[src/rtl/core/tile_pair_scatter_top_assert.svh]
// Assertion macros for the tile pair scatter RTL.
`ifndef TILE_PAIR_SCATTER_TOP_ASSERT_SVH
`define TILE_PAIR_SCATTER_TOP_ASSERT_SVH

// Same-cycle implication, disabled during reset.
`define TPS_ASSERT_IMP(lbl, clk, rst, ante, cons, msg) \
   lbl: assert property (@(posedge clk) disable iff (rst) (ante) |-> (cons)) \
      else $error(msg);

// Next-cycle implication, disabled during reset.
`define TPS_ASSERT_NXT(lbl, clk, rst, ante, cons, msg) \
   lbl: assert property (@(posedge clk) disable iff (rst) (ante) |=> (cons)) \
      else $error(msg);

`endif

[src/rtl/core/tps_pkg.sv]
package tps_pkg;

   // Request kinds
   localparam logic REQ_LOAD = 1'b0;
   localparam logic REQ_PAGE = 1'b1;

   // Control register indexes
   typedef logic [2:0] csr_index_type;
   localparam csr_index_type CSR_GAUSSIAN_COUNT = 3'd0;
   localparam csr_index_type CSR_PAIR_COUNT     = 3'd1;
   localparam csr_index_type CSR_GRID_WIDTH     = 3'd2;
   localparam csr_index_type CSR_GRID_HEIGHT    = 3'd3;
   localparam csr_index_type CSR_TILE_PIXELS    = 3'd4;

   // Fraction bits of the Q15.8 coordinates
   localparam int FRAC_BITS = 8;

   // Box bound being divided during a load
   localparam logic [1:0] SEL_LX = 2'd0;
   localparam logic [1:0] SEL_LY = 2'd1;
   localparam logic [1:0] SEL_HX = 2'd2;

   typedef enum logic [3:0] {
      ST_IDLE,
      ST_LD_GO,
      ST_LD_WAIT,
      ST_LD_WR,
      ST_SRCH,
      ST_SRCH_CMP,
      ST_PAIR,
      ST_ADV,
      ST_BASE,
      ST_BASE_D,
      ST_DIV,
      ST_MUL,
      ST_OUT
   } state_type;

endpackage

[src/rtl/core/tps_div.sv]
// Restoring divider, one quotient bit per cycle
module tps_div
   import tps_pkg::*;
#(
   parameter int NW = 16,
   parameter int DW = 9
) (
   input  logic          clock,
   input  logic          reset,
   input  logic          start,
   input  logic [NW-1:0] num,
   input  logic [DW-1:0] den,
   output logic          done,
   output logic [NW-1:0] quo,
   output logic [DW-1:0] rem
);

   localparam int CW = $clog2(NW + 1);

   logic          busy_ff, busy_in;
   logic          done_ff, done_in;
   logic [CW-1:0] cnt_ff, cnt_in;
   logic [NW-1:0] quo_ff, quo_in;
   logic [DW:0]   rem_ff, rem_in;
   logic [DW-1:0] den_ff, den_in;
   logic [DW:0]   trial;
   logic          fits;

   // One shift-subtract step
   always_comb begin
      trial   = {rem_ff[DW-1:0], quo_ff[NW-1]};
      fits    = trial >= {1'b0, den_ff};
      busy_in = busy_ff;
      done_in = 1'b0;
      cnt_in  = cnt_ff;
      quo_in  = quo_ff;
      rem_in  = rem_ff;
      den_in  = den_ff;
      if (start) begin
         busy_in = 1'b1;
         cnt_in  = CW'(NW);
         quo_in  = num;
         rem_in  = '0;
         den_in  = den;
      end else if (busy_ff) begin
         rem_in = fits ? (trial - {1'b0, den_ff}) : trial;
         quo_in = {quo_ff[NW-2:0], fits};
         cnt_in = cnt_ff - 1'b1;
         if (cnt_ff == CW'(1)) begin
            busy_in = 1'b0;
            done_in = 1'b1;
         end
      end
   end

   always_ff @(posedge clock) begin
      if (reset) begin
         busy_ff <= 1'b0;
         done_ff <= 1'b0;
         cnt_ff  <= '0;
      end else begin
         busy_ff <= busy_in;
         done_ff <= done_in;
         cnt_ff  <= cnt_in;
      end
      quo_ff <= quo_in;
      rem_ff <= rem_in;
      den_ff <= den_in;
   end

   assign done = done_ff;
   assign quo  = quo_ff;
   assign rem  = rem_ff[DW-1:0];

endmodule
[config.mk]
export PLATFORM = sky130hd
export DESIGN_NAME = tps_div
export DESIGN_NICKNAME = d
export VERILOG_FILES = /design/src/rtl/core/tile_pair_scatter_top_assert.svh /design/src/rtl/core/tps_pkg.sv /design/src/rtl/core/tps_div.sv
export SDC_FILE = /design/constraint.sdc
export NUM_CORES = 1
export LEC_CHECK = 0
export BUFFER_PORTS_ARGS = -buffer_cell sky130_fd_sc_hd__buf_2
export CORE_UTILIZATION = 40
export CTS_CLUSTER_DIAMETER = 40
export DETAILED_ROUTE_END_ITERATION = 8
export HOLD_SLACK_MARGIN = 0.05
export SLEW_MARGIN = 20
export SYNTH_ARGS = -nofsm -noshare
export SYNTH_HDL_FRONTEND = slang
export SYNTH_SLANG_ARGS = --single-unit
[constraint.sdc]
create_clock -name clock -period 3.3 [get_ports clock]
set_input_delay 0.66 -clock clock [delete_from_list [all_inputs] [get_ports clock]]
set_output_delay 0.66 -clock clock [all_outputs]
set_load 0.02 [all_outputs]
==> flow_metrics.tcl, run 1 <==
set metrics [dict create \
    synth_edf_count 25 \
    ir_drop_uv 336.0 \
    wl_per_cell_um 13.05 \
    rsz0062_at_grt "false" \
    crit_arrival_ns 2.50 \
    syn_inst 183 \
    nFillCells 486 \
    numCtsBuffers 5 \
    post_cts_resized 0 \
    critPathRequiredTime_ns 3.35 \
    yosysWarningCount 0 \
    power.density_mw_per_mm2 552.9 \
    crit_path_frequent_cell "inv_1" \
    dieWidth_um 75.31 \
    path_cells "inv_1 > ha_1 > inv_1 > fa_1 > a211oi_2 > o31a_1 > o211ai_4 > mux2_2" \
    tightest_slew_ns 0.6068 \
    synth-compound-area-share_pct 11.87 \
    io_buffers 53 \
    power.leakage_nw 1.113 \
    layoutNonFillerInstCount 309 \
    cts_root_buffer "clkbuf_8" \
    placedInstanceArea_mm2 0.002491 \
    die_h_um 75.31 \
    slew_headroom_pct 59.55 \
    numClockSinks 41 \
    utilization_pct 51.07 \
    grt.overflow.total 0 \
    ys.flop_type "edfxtp_1" \
    nNetsFinal 278 \
    drtPass1Iterations 4 \
    cts_max_path_buffers 2 \
    synthSimpleGateAreaFrac_pct 12.34 \
    core_area_mm2 0.005140 \
    skew_ns 0.01063 \
    dieArea_mm2 0.005671 \
    slowest_delay_ns 0.40 \
    end_kind "flip-flop" \
    synth_top_family_by_area "simple AND/OR/NAND/NOR gates" \
    ys_ff_latch 41 \
    placed_cells 301 \
    status "finished clean" \
    finalCritPeriodShare_pct 74.51 \
    final_cell_area_mm2 0.002625 \
    wirelength_um 4033 \
    diodes 0 \
    post_cts_buffers 0 \
    antenna_left 0 \
    dp_hpwl_um 2916 \
    insertion_delay_ns 0.29 \
    antenna_found_initial 0 \
    start_util_pct 41.82 \
    grt_pass1_vias 1501 \
    h-tree-depth 2 \
    cp_top_family "compound AO/OA/AOI/OAI gates" \
    io_pins 54 \
    gp_congestion 0.7683 \
    drt_iter0_drc 83 \
    grt_usage_pct 16.50 \
    maxCapViolations 0 \
    syn_area_mm2 0.002150 \
    via_per_inst 4.916 \
    hold_viol_final 0 \
    most-common-layout-cells "buf_2, edfxtp_1, mux2_2" \
    grt_pass1_wl_um 6962 \
    drc 0 \
    grt_start_max_net_pins 29 \
    area_growth_pct 22.12 \
    synth.area.mux_share_pct 11.70 \
    synth.distinct_cells 44 \
    clkTransAtPathRegs_ns 0.08 \
    yosys.area_share.adder_pct 7.334 \
    multi_input_area_um2 999.7 \
    synthXorXnorAreaFrac_pct 3.260 \
    synth_nets 223 \
    crit_slowest_cell "edfxtp_1" \
    setup_tns_ns 0 \
    setup_violations 0 \
    via_count 1519 \
    maxSlewViolCount 0 \
    drive_above_1_share_pct 37.66 \
    critPathKind "reg -> reg" \
    start_kind "flip-flop" \
    cts_hold_buf 0 \
    fmax_ghz 0.4067 \
    hp-class "reg -> reg" \
    crit_fanout 8 \
    crit_buf_inv 2 \
    min_period_ns 2.459 \
    ys_seq_area_share_pct 49.83 \
    placement_rows 26 \
    final_common_cell "buf_2" \
    ys_async_sr_fraction_pct 0 \
    regArea_mm2 0.001071 \
    cts_tree "yes" \
    syn_area_per_cell_um2 11.75 \
]
worst register-to-register path, cell delays in order (launching register included):
cell and delay (ns):
edfxtp_1 0.40, inv_1 0.07, ha_1 0.16, inv_1 0.05
fa_1 0.40, a211oi_2 0.31, o31a_1 0.33, o211ai_4 0.18
mux2_2 0.31
worst paths after layout:
kind / endpoint / startpoint / depth (start not counted) / slack (ns)
setup / recovery: quo[0]$_DFFE_PP_ / quo[15]$_DFFE_PP_ / 8 / 0.84
hold reg to reg: cnt_ff[1]$_SDFFE_PP0P_ / cnt_ff[1]$_SDFFE_PP0P_ / 2 / 0.51
setup reg to reg: quo[0]$_DFFE_PP_ / quo[15]$_DFFE_PP_ / 8 / 0.84
hold / removal: cnt_ff[1]$_SDFFE_PP0P_ / cnt_ff[1]$_SDFFE_PP0P_ / 2 / 0.51
sequential cells by signal, indices dropped and copies added, names as in the netlist:
| signal | cells |
|---|---|
| rem_ff | 9 |
| quo | 16 |
| busy_ff | 1 |
| cnt_ff | 5 |
| done | 1 |
| den_ff | 9 |
cell families after synthesis:
kind of cell | Yosys count
mux | 23
buf+inv | 21
compound gates | 31
simple gates | 47
fa+ha+maj | 12
flops | 41
xor+xnor | 8
cells in the mapped netlist (2+ instances only):
| library cell | n | area [um^2] |
|---|---|---|
| edfxtp_1 | 25 | 750.7 |
| mux2_2 | 17 | 191.4 |
| dfxtp_1 | 16 | 320.3 |
| nor2_1 | 15 | 56.30 |
| inv_1 | 14 | 52.55 |
| ha_1 | 11 | 137.6 |
| a21oi_1 | 7 | 35.03 |
| clkbuf_1 | 7 | 26.28 |
| nor3_1 | 7 | 35.03 |
| mux2i_1 | 6 | 60.06 |
| nand2_1 | 6 | 22.52 |
| xor2_1 | 5 | 43.79 |
| a211oi_1 | 4 | 30.03 |
| a311oi_1 | 3 | 26.28 |
| nand2b_1 | 3 | 18.77 |
| nand3_1 | 3 | 15.01 |
| xnor2_1 | 3 | 26.28 |
| a211oi_2 | 2 | 25.02 |
| nor4b_1 | 2 | 17.52 |
| o211ai_1 | 2 | 15.01 |
| o31ai_1 | 2 | 15.01 |
stage by stage:
step	hold WS, ns	setup WS (ns)	power (mW)
floorplan	0.4686	0.8986	0.8953
global placement	0.4888	0.9115	0.9896
detailed placement	0.5055	0.8591	0.9911
CTS	0.5167	0.8364	1.469
global route	0.5250	0.6443	1.532
finish	0.5079	0.8412	1.451
where the power goes:
part	internal (mW)	total, mW	switching, mW
Clock	0.300	0.472	0.172
Combinational	0.150	0.352	0.202
Sequential	0.597	0.627	0.0304
Total	1.05	1.45	0.404
area by class of cell:
cell class	count	area share [%]
sequential	41	40.80
multi-input combinational	121	38.08
timing repair buffer	55	10.68
tap	70	3.337
clock buffer	5	2.622
clock inverter	3	2.479
inverter	14	2.002
layer usage:
layer	wire [um]	vias up	GRT usage, %
met5	0	-	0
met4	40	0	4.938
met3	151	4	3.836
met2	1801	29	25.40
met1	2039	694	23.27
li1	-	792	-
Power figures use the tool's default switching activity.
==> inputs of run 2 (changes only) <==
==> constraint.sdc (replaced) <==
create_clock -name clock -period 2.4 [get_ports clock]
set_input_delay 0.48 -clock clock [delete_from_list [all_inputs] [get_ports clock]]
set_output_delay 0.48 -clock clock [all_outputs]
set_load 0.02 [all_outputs]
==> run 2 against run 1 <==
Compared with the run above: non-clock buffer count is 7 higher; sequential power rose by 37%; total power up 26%; global-route usage fell by 0.14 points; maximum frequency grew 9.4%; routed wire length grew 6.1%; worst setup slack lost 0.69 ns; first-iteration DRC count unchanged; critical endpoint unchanged; largest cell class unchanged.
==> flow_metrics.tcl, run 2 (synthesis results as in run 1) <==
set metrics [dict create \
    drtPass1Iterations 4 \
    final_cell_area_mm2 0.002645 \
    min_period_ns 2.248 \
    crit_fanout 8 \
    layoutNonFillerInstCount 316 \
    power.leakage_nw 1.125 \
    core_area_mm2 0.005140 \
    numCtsBuffers 5 \
    maxSlewViolCount 0 \
    reg2reg_from "quo[15]$_DFFE_PP_" \
    placed_cells 306 \
    most-common-layout-cells "buf_2, edfxtp_1, mux2_2" \
    fmax_ghz 0.4448 \
    clkPwrFrac_pct 24.9 \
    grt_pass1_vias 1445 \
    skew_ns 0.006747 \
    largest_reg_flops 16 \
    io_pins 54 \
    switching_power_uw 579.2 \
    cp-startpoint "quo[15]$_DFFE_PP_" \
    diodes 0 \
    grt.overflow.total 0 \
    status "finished clean" \
    critPathKind "reg -> reg" \
    dp_hpwl_um 3140 \
    finalCritPeriodShare_pct 93.68 \
    insertion_delay_ns 0.30 \
    end_kind "flip-flop" \
    slew_headroom_pct 67.60 \
    rr_worst_depth 8 \
    power.density_mw_per_mm2 693.2 \
    placedInstanceArea_mm2 0.002531 \
    io_buffers 53 \
    antenna_found_initial 0 \
    antenna_left 0 \
    comb_power_share_pct 28.0 \
    dieArea_mm2 0.005671 \
    hold_viol_final 0 \
    wirelength_um 4280 \
    wl_per_cell_um 13.54 \
    grt_pass1_wl_um 6865 \
    dieWidth_um 75.31 \
    drt_iter0_drc 83 \
    area_growth_pct 23.05 \
    tightest_slew_ns 0.4860 \
    crit_arrival_ns 2.30 \
    p_seq_share_pct 47.0 \
    setup_violations 0 \
    critPathRequiredTime_ns 2.46 \
    drc 0 \
    nNetsFinal 285 \
    cts_hold_buf 0 \
    start_util_pct 41.82 \
    p_int_mw 1.254 \
    cts_root_buffer "clkbuf_8" \
    nFillCells 531 \
    via_per_inst 5.003 \
    endpoint "quo[0]$_DFFE_PP_" \
    ir_drop_uv 326.9 \
    gp_congestion 0.7952 \
    clkTransAtPathRegs_ns 0.08 \
    die_h_um 75.31 \
    hp-class "in -> reg" \
    drive_above_1_share_pct 39.84 \
    r2r_slack_ns 0.15 \
    maxCapViolations 0 \
    grt_usage_pct 16.36 \
    swShare_pct 31.59 \
    via_count 1581 \
    grt_start_max_net_pins 23 \
    placement_rows 26 \
    h-tree-depth 2 \
    final_common_cell "buf_2" \
    timing.rr.end "quo[0]$_DFFE_PP_" \
    cts_max_path_buffers 2 \
    numClockSinks 41 \
    cts_tree "yes" \
    start_kind "flip-flop" \
]
==> run 2: cell types whose count changed in the layout (fill, tap and decap cells not counted) <==
cell       previous run  this run
clkinv_4              0         2
bufinv_16             2         0
fa_1                  1         0
o211a_2               1         0
o211a_4               0         1
fa_2                  0         1
buf_4                 2         9
==> run 2: routing by layer <==
metal | share of wire, % | vias up | track usage [%]
met4 | 1.3 | 0 | 5.556
met5 | 0 | - | 0
met1 | 49 | 739 | 22.31
met3 | 4.2 | 5 | 3.968
met2 | 45 | 32 | 25.60
li1 | - | 805 | -
==> run 2: worst max-delay path: stages, from the launching register on <==
cell and delay [ns]:
edfxtp_1 0.40, inv_1 0.07, ha_1 0.15, inv_1 0.05, fa_2 0.35, a211oi_2 0.22, o31a_1 0.28, o211ai_4 0.17
mux2_2 0.31
==> run 2: through the flow <==
stage | utilization [%] | hold WS [ns] | setup TNS [ns] | setup slack (ns) | power [mW]
after floorplan | - | 0.4686 | 0 | 0.001285 | 1.232
after global placement | 49.25 | 0.4949 | 0 | 0.1492 | 1.378
after detailed placement | 49.25 | 0.5030 | 0 | 0.1073 | 1.381
after CTS | 51.02 | 0.3473 | 0 | 0.07894 | 1.842
after global routing | 51.46 | 0.3396 | -0.01796 | -0.009417 | 1.934
final | 51.46 | 0.3526 | 0 | 0.1518 | 1.834
==> run 2: power by group through the flow <==
stage | Combinational [mW] | Sequential (mW) | Clock, mW
2_1_floorplan | 0.304 | 0.927 | 0
3_3_place_gp | 0.499 | 0.879 | 0
3_5_place_dp | 0.503 | 0.878 | 0
4_1_cts | 0.505 | 0.863 | 0.474
5_1_grt | 0.565 | 0.872 | 0.497
6_report | 0.514 | 0.862 | 0.457
==> run 2: repair_timing <==
action                                  CTS  global route
gates resized for setup                   0             1
setup buffers                             0             2
endpoints found under the setup margin    0            10
==> run 2: worst min path at each step <==
stage / start / to / slack (ns) / depth (start not counted)
after global routing: den[0] / den_ff[0]$_DFFE_PP_ / 0.34 / 1
after floorplan: cnt_ff[1]$_SDFFE_PP0P_ / cnt_ff[1]$_SDFFE_PP0P_ / 0.47 / 2
after detailed placement: cnt_ff[1]$_SDFFE_PP0P_ / cnt_ff[1]$_SDFFE_PP0P_ / 0.50 / 2
final: den[1] / den_ff[1]$_DFFE_PP_ / 0.35 / 1
after global placement: cnt_ff[1]$_SDFFE_PP0P_ / cnt_ff[1]$_SDFFE_PP0P_ / 0.49 / 2
after CTS: den[1] / den_ff[1]$_DFFE_PP_ / 0.35 / 1
==> run 2: cell type report <==
| cell class | count | area [um^2] | area share, % |
|---|---|---|---|
| multi-input cells | 121 | 1010 | 38.17 |
| clock inverters | 3 | 22.52 | 0.8515 |
| clock buffers | 5 | 68.82 | 2.602 |
| well taps | 70 | 87.58 | 3.311 |
| flip-flops and latches | 41 | 1071 | 40.49 |
| inverters | 14 | 52.55 | 1.987 |
| repair buffers | 62 | 332.8 | 12.58 |
